$ cat src/hdl/tal_annotation_parser_defines.svh
// Assertion macros for the annotation parser
`ifndef TAL_ANNOTATION_PARSER_DEFINES_SVH
`define TAL_ANNOTATION_PARSER_DEFINES_SVH

// same-cycle implication, checked out of reset
`define TAP_ASSERT_IMP(lbl, ante, cons) \
  lbl: assert property (@(posedge clk) disable iff (!rst_n) (ante) |-> (cons)) \
    else $error("tap: check failed");

// next-cycle implication, checked out of reset
`define TAP_ASSERT_NXT(lbl, ante, cons) \
  lbl: assert property (@(posedge clk) disable iff (!rst_n) (ante) |=> (cons)) \
    else $error("tap: check failed");

`endif

$ cat src/hdl/tap_pkg.sv
package tap_pkg;

  localparam int ONSET_MAX_DEF = 63;
  localparam int TEXT_MAX_DEF  = 255;

  localparam logic [1:0] KIND_ONSET = 2'd0;
  localparam logic [1:0] KIND_TEXT  = 2'd1;
  localparam logic [1:0] KIND_MARK  = 2'd2;

  localparam logic [7:0] SEP_BYTE   = 8'd20;
  localparam logic [7:0] SIGN_PLUS  = 8'h2B;
  localparam logic [7:0] SIGN_MINUS = 8'h2D;

  typedef struct packed {
    logic take;
    logic flush_start;
    logic flush_step;
    logic pend_emit;
  } tap_cmd_t;

  typedef struct packed {
    logic slot_free;
    logic need_flush;
    logic flush_done;
  } tap_sts_t;

endpackage

$ cat src/hdl/tap_ctrl.sv
module tap_ctrl (
  input  logic              clk,
  input  logic              rst_n,
  input  logic              in_valid,
  output logic              in_ready,
  input  tap_pkg::tap_sts_t sts,
  output tap_pkg::tap_cmd_t cmd
);
  import tap_pkg::*;

  localparam logic [1:0] S_RUN   = 2'd0;
  localparam logic [1:0] S_FLUSH = 2'd1;
  localparam logic [1:0] S_TAIL  = 2'd2;

  logic [1:0] state_r;
  logic [1:0] state_nxt;

  always_comb begin
    state_nxt       = state_r;
    in_ready        = 1'b0;
    cmd.take        = 1'b0;
    cmd.flush_start = 1'b0;
    cmd.flush_step  = 1'b0;
    cmd.pend_emit   = 1'b0;
    case (state_r)
      S_RUN: begin
        in_ready        = sts.slot_free;
        cmd.take        = in_valid && sts.slot_free;
        cmd.flush_start = cmd.take && sts.need_flush;
        if (cmd.flush_start) begin
          state_nxt = S_FLUSH;
        end
      end
      S_FLUSH: begin
        cmd.flush_step = sts.slot_free;
        if (sts.slot_free && sts.flush_done) begin
          state_nxt = S_TAIL;
        end
      end
      S_TAIL: begin
        cmd.pend_emit = sts.slot_free;
        if (sts.slot_free) begin
          state_nxt = S_RUN;
        end
      end
      default: begin
        state_nxt = S_RUN;
      end
    endcase
  end

  always_ff @(posedge clk) begin
    if (!rst_n) begin
      state_r <= S_RUN;
    end else begin
      state_r <= state_nxt;
    end
  end

endmodule

$ cat src/hdl/tap_datapath.sv
module tap_datapath #(
  parameter int ONSET_MAX = tap_pkg::ONSET_MAX_DEF,
  parameter int TEXT_MAX  = tap_pkg::TEXT_MAX_DEF
) (
  input  logic              clk,
  input  logic              rst_n,
  input  logic [7:0]        in_data_byte,
  input  logic              in_block_last,
  input  tap_pkg::tap_cmd_t cmd,
  output tap_pkg::tap_sts_t sts,
  input  logic              out_ready,
  output logic              out_valid,
  output logic [1:0]        out_kind,
  output logic [7:0]        out_byte_value,
  output logic              out_text_end,
  output logic              out_annotation_end,
  output logic              out_run_last
);
  import tap_pkg::*;

  localparam int OL_W = $clog2(ONSET_MAX + 1);
  localparam int AW   = $clog2(ONSET_MAX);
  localparam int TL_W = $clog2(TEXT_MAX);

  localparam logic [1:0] MODE_IDLE  = 2'd0;
  localparam logic [1:0] MODE_ONSET = 2'd1;
  localparam logic [1:0] MODE_TEXT  = 2'd2;

  logic [7:0]      onset_mem [ONSET_MAX];

  logic [1:0]      mode_r, mode_nxt;
  logic [OL_W-1:0] onset_len_r, onset_len_nxt;
  logic [TL_W-1:0] text_len_r, text_len_nxt;
  logic            has_text_r, has_text_nxt;

  logic [AW-1:0]   idx_r;
  logic [7:0]      rd_data_r;
  logic [AW-1:0]   rd_addr;
  logic            rd_en;

  logic [7:0]      pend_byte_r;
  logic            pend_tend_r;
  logic            pend_aend_r;

  logic            out_valid_r;
  logic [1:0]      kind_r;
  logic [7:0]      byte_r;
  logic            tend_r;
  logic            aend_r;
  logic            rlast_r;

  logic            is_sign, is_sep, is_zero, regular, close;
  logic [TL_W:0]   tl_inc;
  logic            wr_en;
  logic [AW-1:0]   wr_addr;
  logic            tend, aend, emit, need_flush;
  logic [1:0]      kind_d;
  logic [7:0]      byte_d;
  logic            slot_free;
  logic            flush_done;

  assign is_sign = (in_data_byte == SIGN_PLUS) || (in_data_byte == SIGN_MINUS);
  assign is_sep  = (in_data_byte == SEP_BYTE);
  assign is_zero = (in_data_byte == 8'd0);
  assign regular = !is_zero && !is_sep;
  assign close   = is_zero || in_block_last;
  assign tl_inc  = {1'b0, text_len_r} + (TL_W + 1)'(1);

  always_comb begin
    mode_nxt      = mode_r;
    onset_len_nxt = onset_len_r;
    text_len_nxt  = text_len_r;
    has_text_nxt  = has_text_r;
    wr_en         = 1'b0;
    wr_addr       = '0;
    tend          = 1'b0;
    aend          = 1'b0;
    emit          = 1'b0;
    need_flush    = 1'b0;
    kind_d        = KIND_MARK;
    byte_d        = 8'd0;
    case (mode_r)
      MODE_IDLE: begin
        if (is_sign) begin
          wr_en         = 1'b1;
          onset_len_nxt = OL_W'(1);
          mode_nxt      = MODE_ONSET;
        end
      end
      MODE_ONSET: begin
        if (is_sep) begin
          mode_nxt     = MODE_TEXT;
          text_len_nxt = '0;
          has_text_nxt = 1'b0;
        end else if (onset_len_r < OL_W'(ONSET_MAX)) begin
          wr_en         = 1'b1;
          wr_addr       = onset_len_r[AW-1:0];
          onset_len_nxt = onset_len_r + OL_W'(1);
        end
      end
      MODE_TEXT: begin
        if (regular) begin
          need_flush   = !has_text_r;
          has_text_nxt = 1'b1;
          if (tl_inc >= (TL_W + 1)'(TEXT_MAX)) begin
            tend         = 1'b1;
            text_len_nxt = '0;
          end else begin
            text_len_nxt = tl_inc[TL_W-1:0];
          end
        end else if (text_len_r != '0) begin
          tend         = 1'b1;
          text_len_nxt = '0;
        end
        if (close && (text_len_nxt != '0)) begin
          tend         = 1'b1;
          text_len_nxt = '0;
        end
        aend   = close && has_text_nxt;
        emit   = regular || tend || aend;
        kind_d = regular ? KIND_TEXT : KIND_MARK;
        byte_d = regular ? in_data_byte : 8'd0;
        if (close) begin
          mode_nxt     = MODE_IDLE;
          text_len_nxt = '0;
          has_text_nxt = 1'b0;
        end
      end
      default: begin
        mode_nxt = MODE_IDLE;
      end
    endcase
    if (in_block_last) begin
      mode_nxt     = MODE_IDLE;
      text_len_nxt = '0;
      has_text_nxt = 1'b0;
    end
  end

  always_ff @(posedge clk) begin
    if (!rst_n) begin
      mode_r      <= MODE_IDLE;
      onset_len_r <= '0;
      text_len_r  <= '0;
      has_text_r  <= 1'b0;
    end else if (cmd.take) begin
      mode_r      <= mode_nxt;
      onset_len_r <= onset_len_nxt;
      text_len_r  <= text_len_nxt;
      has_text_r  <= has_text_nxt;
    end
  end

  always_ff @(posedge clk) begin
    if (cmd.take && wr_en) begin
      onset_mem[wr_addr] <= in_data_byte;
    end
  end

  assign flush_done = (OL_W'(idx_r) + OL_W'(1)) == onset_len_r;
  assign rd_addr    = cmd.flush_start ? '0 : idx_r + AW'(1);
  assign rd_en      = cmd.flush_start || (cmd.flush_step && !flush_done);

  always_ff @(posedge clk) begin
    if (rd_en) begin
      rd_data_r <= onset_mem[rd_addr];
    end
  end

  always_ff @(posedge clk) begin
    if (cmd.flush_start) begin
      idx_r <= '0;
    end else if (cmd.flush_step) begin
      idx_r <= idx_r + AW'(1);
    end
  end

  always_ff @(posedge clk) begin
    if (cmd.take) begin
      pend_byte_r <= in_data_byte;
      pend_tend_r <= tend;
      pend_aend_r <= aend;
    end
  end

  assign slot_free = !out_valid_r || out_ready;

  always_ff @(posedge clk) begin
    if (cmd.take && emit && !need_flush) begin
      kind_r  <= kind_d;
      byte_r  <= byte_d;
      tend_r  <= tend;
      aend_r  <= aend;
      rlast_r <= 1'b1;
    end else if (cmd.flush_step) begin
      kind_r  <= KIND_ONSET;
      byte_r  <= rd_data_r;
      tend_r  <= 1'b0;
      aend_r  <= 1'b0;
      rlast_r <= 1'b0;
    end else if (cmd.pend_emit) begin
      kind_r  <= KIND_TEXT;
      byte_r  <= pend_byte_r;
      tend_r  <= pend_tend_r;
      aend_r  <= pend_aend_r;
      rlast_r <= 1'b1;
    end
  end

  always_ff @(posedge clk) begin
    if (!rst_n) begin
      out_valid_r <= 1'b0;
    end else if ((cmd.take && emit && !need_flush) || cmd.flush_step || cmd.pend_emit) begin
      out_valid_r <= 1'b1;
    end else if (out_ready) begin
      out_valid_r <= 1'b0;
    end
  end

  assign sts.slot_free  = slot_free;
  assign sts.need_flush = need_flush;
  assign sts.flush_done = flush_done;

  assign out_valid          = out_valid_r;
  assign out_kind           = kind_r;
  assign out_byte_value     = byte_r;
  assign out_text_end       = tend_r;
  assign out_annotation_end = aend_r;
  assign out_run_last       = rlast_r;

endmodule

$ cat src/hdl/tal_annotation_parser.sv
// A text byte or marker other than an annotation's first text byte is registered when taken.
// Throughput: 1 input beat per cycle outside onset flushes while the output takes beats.
// The first text byte of an annotation holds the input while its onset goes out: one onset
// store read, one onset byte per cycle while the output is free, then the text byte itself.
// Reset: synchronous, active low; clears parser mode, lengths, flags and output valid.
// The onset store is not cleared; only entries written in the current annotation are read.
module tal_annotation_parser #(
  parameter int ONSET_MAX = tap_pkg::ONSET_MAX_DEF,
  parameter int TEXT_MAX  = tap_pkg::TEXT_MAX_DEF
) (
  input  logic       clk,
  input  logic       rst_n,
  input  logic       in_valid,
  output logic       in_ready,
  input  logic [7:0] in_data_byte,
  input  logic       in_block_last,
  output logic       out_valid,
  input  logic       out_ready,
  output logic [1:0] out_kind,
  output logic [7:0] out_byte_value,
  output logic       out_text_end,
  output logic       out_annotation_end,
  output logic       out_run_last
);
  import tap_pkg::*;

  tap_cmd_t cmd;
  tap_sts_t sts;

  tap_ctrl u_ctrl (
    .clk      (clk),
    .rst_n    (rst_n),
    .in_valid (in_valid),
    .in_ready (in_ready),
    .sts      (sts),
    .cmd      (cmd)
  );

  tap_datapath #(
    .ONSET_MAX (ONSET_MAX),
    .TEXT_MAX  (TEXT_MAX)
  ) u_datapath (
    .clk                (clk),
    .rst_n              (rst_n),
    .in_data_byte       (in_data_byte),
    .in_block_last      (in_block_last),
    .cmd                (cmd),
    .sts                (sts),
    .out_ready          (out_ready),
    .out_valid          (out_valid),
    .out_kind           (out_kind),
    .out_byte_value     (out_byte_value),
    .out_text_end       (out_text_end),
    .out_annotation_end (out_annotation_end),
    .out_run_last       (out_run_last)
  );

`include "tal_annotation_parser_defines.svh"

  `TAP_ASSERT_IMP(a_no_take_while_busy, cmd.flush_step || cmd.pend_emit, !in_ready)
  `TAP_ASSERT_NXT(a_flush_blocks_input, cmd.flush_start, !in_ready && !cmd.pend_emit)
  `TAP_ASSERT_IMP(a_onset_beat_plain, out_valid && (out_kind == KIND_ONSET), !out_run_last && !out_text_end && !out_annotation_end)
  `TAP_ASSERT_NXT(a_tail_is_text, cmd.pend_emit, out_valid && (out_kind == KIND_TEXT) && out_run_last)

endmodule
$ cat config.mk
export PLATFORM = sky130hd
export DESIGN_NAME = tal_annotation_parser
export DESIGN_NICKNAME = d
export VERILOG_FILES = /design/src/hdl/tap_pkg.sv /design/src/hdl/tap_ctrl.sv /design/src/hdl/tap_datapath.sv /design/src/hdl/tal_annotation_parser.sv
export VERILOG_INCLUDE_DIRS = /design/src /design/src/hdl
export SDC_FILE = /design/constraint.sdc
export NUM_CORES = 1
export LEC_CHECK = 0
export ABC_CLOCK_PERIOD_IN_PS = 4000
export BUFFER_PORTS_ARGS = -buffer_cell sky130_fd_sc_hd__buf_4
export CAP_MARGIN = 20
export CORE_UTILIZATION = 60
export DETAILED_ROUTE_END_ITERATION = 6
export PLACE_DENSITY = 0.81
export RECOVER_POWER = 100
export SYNTH_ARGS = -nofsm -noshare
export SYNTH_HDL_FRONTEND = slang
export SYNTH_HIERARCHICAL = 1
export SYNTH_SLANG_ARGS = --single-unit
$ cat constraint.sdc
create_clock -name clk -period 4 [get_ports clk]
set_input_delay 0.2 -clock clk [delete_from_list [all_inputs] [get_ports clk]]
set_output_delay 0.2 -clock clk [all_outputs]
set_load 0.01 [all_outputs]
Yosys cells after proc, flatten, opt, wreduce, memory -nomap -nowiden
Memory sizes are Yosys's and may differ from the RTL's. A register that Yosys moved wholly into a read port is not among the register bits. Index checks and enable logic that the tools add are counted.

$add $sub $neg: 3. Reduce and logical (&&, ||, !) cells: 38. Magnitude comparators: 2. Multipliers: 0. Shifts and indexed selects: 0. Equality and inequality tests: 17. Bitwise operators: 0. Muxes and demuxes: 72. Divide/modulo/power cells: 0.

Operators with widths (number): $mux 8 (13); $mux 6 (7); $mux 1 (33); $mux 2 (13); $eq 8x6->1 const B (2); $pmux 8 s2 (1); $reduce_bool 8->1 (2); $add 6x1->6 const B (2); $pmux 2 s3 (2); $pmux 6 s2 (1); $logic_and 1x1->1 (10); $ne 2x1->1 const B (5); $add 8x1->9 const B (1); $ge 9x8->1 const B (1); $ne 3x2->1 const B (3); $eq 8x5->1 const B (1); $logic_not 8->1 (1); $logic_or 1x1->1 (8); $eq 6x6->1 (1); $logic_not 1->1 (6); $lt 6x6->1 const B (1); $reduce_and 3->1 (2); $reduce_bool 2->1 (3); $reduce_bool 3->1 (2); other kinds (7) (11).

Register bits after elaboration: 49. Word-level logic and storage cells: 148. Memories kept: 1. Latch bits: 0. RAM bits: 504. Output and inout port bits: 15. Bits of input ports: 13. ROM bits: 0.

Memories: u_datapath.onset_mem (depth 63, bits a word 8, rd ports 1, clocked after memory_dff 1, wr ports 1, RTL line tap_datapath.sv:29) `logic [7:0] onset_mem [ONSET_MAX];`.

Logic depth before layout (Yosys ltp)
Word-level depth: 17. Depth in mapped cells: 15. Depth with buffers taken out: 10.

Modules after synthesis
Netlist, hierarchy kept.

By module, submodules not included: tap_datapath (seq. area each 16535.9 µm², cells an instance 1589, area an instance 23433.7 µm², times used 1); tap_ctrl (seq. area each 40.0 µm², cells an instance 14, area an instance 137.6 µm², times used 1).

Worst setup path before layout
Ideal clock, no wire load.

Kind: input to register. From: in in_data_byte[0]. To: reg u_datapath.rd_data_r[3], read port of u_datapath.onset_mem (data pin). Setup slack: 1.025 ns. Path buffers: 5. Stages: 15. Data arrival time: 2.717 ns. Path through: nor4_2 > and3_1 > nor3_1 > buf_4 > and3_1 > or2_1 > buf_6 > buf_6 > buf_4 > buf_2 > o22ai_1 > o21ai_0 > o2111ai_1 > o211ai_1 > a211o_1.

RTL lines: start: declaration (RTL line tal_annotation_parser.sv:15) `input logic [7:0] in_data_byte,`; end: declaration (RTL line tap_datapath.sv:37) `logic [7:0] rd_data_r;`.

==> impl_metrics.toml <==
[synth]
syn_area_per_cell_um2 = 14.7
netlist_instances = 1603
synth_nets = 1621
synth.area.top_cells = "edfxtp_1, mux4_2, mux2i_1"
synth.most_common_cell = "edfxtp_1"
yosysTopAreaCell = "edfxtp_1"
ys_types = 82
synth-main-ff-cell = "edfxtp_1"
synth_top_area_share_pct = 68.0
syn_area_um2 = 23600
synthArstFlopShare_pct = 0
ys.warnings.count = 6
ys_ff_latch = 561
synth_common_cells = "edfxtp_1, nand2_1, nor2_1"
synth_seq_area_share_pct = 70.3
synth_edf_count = 534

[sta]
period_share_pct = 94.4
finalCriticalPeriod_ps = 3780
finClkSkew_ps = 17.4
finalSetupTns_ps = 0
worstMarginPinSlew_ps = 3430
max_freq_mhz = 265
report.final.slew_viol_count = 381
rsz0062_at_grt = "false"
setup_viol = 0
max-slew-margin-rel_pct = -129
hold_viol = 0

[power_and_ir_drop]
max-vdd-ir-drop_mv = 0.545
cellPowerDensity_nw_per_um2 = 479
power_uw = 12500
p_leak_uw = 0.00820

[worst_setup_path]
r2r_cells = 9
critical_path_arrival_ps = 4080
crit_path_end_kind = "flop"
rrSetupSlack_ps = 230
cp.required_ps = 4300
crit_type = "in -> reg"
crit_start = "in_data_byte[4]"
timing.rr.end = "u_ctrl/state_r[0]"
r2r_start = "u_datapath/idx_r[2]"
crit_path_start_kind = "input port"
path_max_fanout = 59

[place]
place_inst = 2153
gp_congestion = 0.947
dpl.hpwl_um = 37700
postPlaceCellArea_um2 = 24800
io_buffers = 27

[clock_tree]
clockBufferDepth = 3
cts_root_buf = "clkbuf_16"
clock_latency_ps = 600
htreeDepth = 2
cts_tree = "built"
cts.sinks = 561
cts_setup_buffers = 0
path_clk_slew_ps = 60
cts_made_buffers = 54

[die]
die_area_um2 = 40100
rows = 72
core_um2 = 38700
dieWidth_um = 200
die_y_um = 200
start_util_pct = 60.8
pin_count = 28

[finish]
diodes = 0
fin_cells = 2254
final_cell_area_um2 = 26100
final_layout_size_suffix_gt1_share_pct = 11.6
fin_util_pct = 67.5
area_growth_pct = 10.9
fin_nets = 1713

[routing]
drtPass1Iterations = 5
drc_errors = 0
drt-vias-per-instance = 6.72
avgRoutedWirePerCell_um = 26.9
ant_nets = 0
vias = 15100
drt_iter0_drc = 2025
drt_wl_total_um = 60700

[global_routing]
grt_util_all_layers_pct = 30.3
grt_pass1_wl_um = 90900
grt_antenna_before_repair = 1
grt_pass1_vias = 14700
globalRoute.totalOverflow = 0
grt_max_degree = 84

[min_path]
min_delay_path_depth = 4
hold_path.class = "in -> reg"
hp-start = "out_ready"
holdPathEnd = "u_datapath/out_valid"

[outcome]
status = "finished with violations"
violations = "capacitance limit, slew limit"

[flow_run]
timing.max_cap.violations = 7
## cell families after synthesis
logic type,Yosys count,share of synthesized area [%]
buffers and inverters,118,2.66
and+or+nand+nor,434,8.77
muxes,121,7.21
adders and majority gates,5,0.265
DFF,561,70.3
AOI/OAI and AO/OA,340,9.74
xor gates and xnor gates,24,1.04
## stage by stage
step	worst slack, ps	hold WS (ps)
floorplan	1020	299
global placement	413	474
detailed placement	358	489
CTS	433	95.5
global route	108	137
finish	224	121
## layout by cell type, fill, tap and decap left out, types with 5 or more instances in the layout
| master | netlist | routed |
|---|---|---|
| nand2_1 | 147 | 147 |
| dfxtp_1 | 27 | 26 |
| a211oi_1 | 30 | 31 |
| nor2b_1 | 35 | 34 |
| clkinv_2 | 0 | 8 |
| buf_4 | 14 | 40 |
| a31oi_1 | 31 | 31 |
| clkinv_1 | 0 | 15 |
| nor2_1 | 122 | 122 |
| edfxtp_1 | 534 | 534 |
| and2_1 | 7 | 6 |
| clkbuf_2 | 0 | 5 |
| mux2i_1 | 73 | 73 |
| o21a_1 | 6 | 6 |
| xnor2_1 | 14 | 13 |
| o2111ai_1 | 8 | 8 |
| nor3_1 | 13 | 13 |
| inv_1 | 10 | 10 |
| a21oi_1 | 47 | 47 |
| a21boi_0 | 6 | 6 |
| o21ai_0 | 70 | 71 |
| o221ai_1 | 32 | 32 |
| and3_1 | 10 | 10 |
| o22ai_1 | 40 | 40 |
| o211ai_1 | 16 | 16 |
| a21o_1 | 5 | 5 |
| mux2_2 | 10 | 10 |
| a211o_1 | 5 | 5 |
| clkbuf_1 | 39 | 96 |
| xor2_1 | 7 | 7 |
| a311oi_1 | 12 | 12 |
| nor4_1 | 6 | 6 |
| clkbuf_16 | 0 | 55 |
| nand4_1 | 21 | 21 |
| nand3_1 | 37 | 37 |
| mux4_2 | 38 | 38 |
## sequential cells by signal, indices dropped and copies added, names as in the netlist
name	count
u_datapath/pend_aend_r	1
u_datapath/idx_r	6
u_datapath/out_kind	2
u_datapath/onset_mem	504
u_datapath/out_byte_value	8
u_datapath/text_len_r	8
u_datapath/onset_len_r	6
u_ctrl/state_r	2
u_datapath/rd_data_r	8
u_datapath/mode_r	2
u_datapath/out_annotation_end	1
u_datapath/out_valid	1
u_datapath/out_run_last	1
u_datapath/out_text_end	1
u_datapath/pend_byte_r	8
u_datapath/has_text_r	1
u_datapath/pend_tend_r	1
## layer usage
metal | global-route usage [%] | wire (um)
met5 | 0 | 10
met4 | 13.2 | 2820
met2 | 48.4 | 29100
met3 | 7.79 | 6930
met1 | 39.7 | 21800
## cell type report
type / count / area (um^2)
Multi-Input combinational cell: 924 / 6390
Fill cell: 2648 / 12600
Tap cell: 518 / 648
Inverter: 11 / 41.3
Sequential cell: 561 / 16600
Timing Repair Buffer: 143 / 787
Clock buffer: 66 / 1460
Clock inverter: 31 / 226
## worst max path at each step
stage               slack, ps                      endpoint  cells after the start
finish                    220       u_datapath/rd_data_r[2]                     12
global route              110  u_datapath/out_byte_value[2]                      9
CTS                       430       u_datapath/rd_data_r[6]                     13
detailed placement        360       u_datapath/rd_data_r[6]                     13
global placement          410       u_datapath/rd_data_r[5]                     12
floorplan                1020       u_datapath/rd_data_r[3]                     15
## power by group
group          internal [uW]  leakage (uW)  total, uW  switching [uW]
clock network           2770      0.000821       4880            2110
logic                    394       0.00235       1180             786
registers               6440       0.00503       6450            5.41
total                   9600       0.00820      12500            2910
## what timing repair did
action / CTS / global route
hold buffers: 4 / 0
hold endpoints to repair: 5 / 0
gates resized for setup: 0 / 0
## critical path, stage by stage
cell and delay, ps:
dlygate4sd3_1 540, clkbuf_1 140, xnor2_1 250, and3_1 280
nor3_1 210, and3_2 400, or2_0 340, buf_12 390
mux4_2 550, mux2_2 280, o211ai_1 290, a32oi_1 150
No activity file was read; power rests on OpenSTA's default activity.
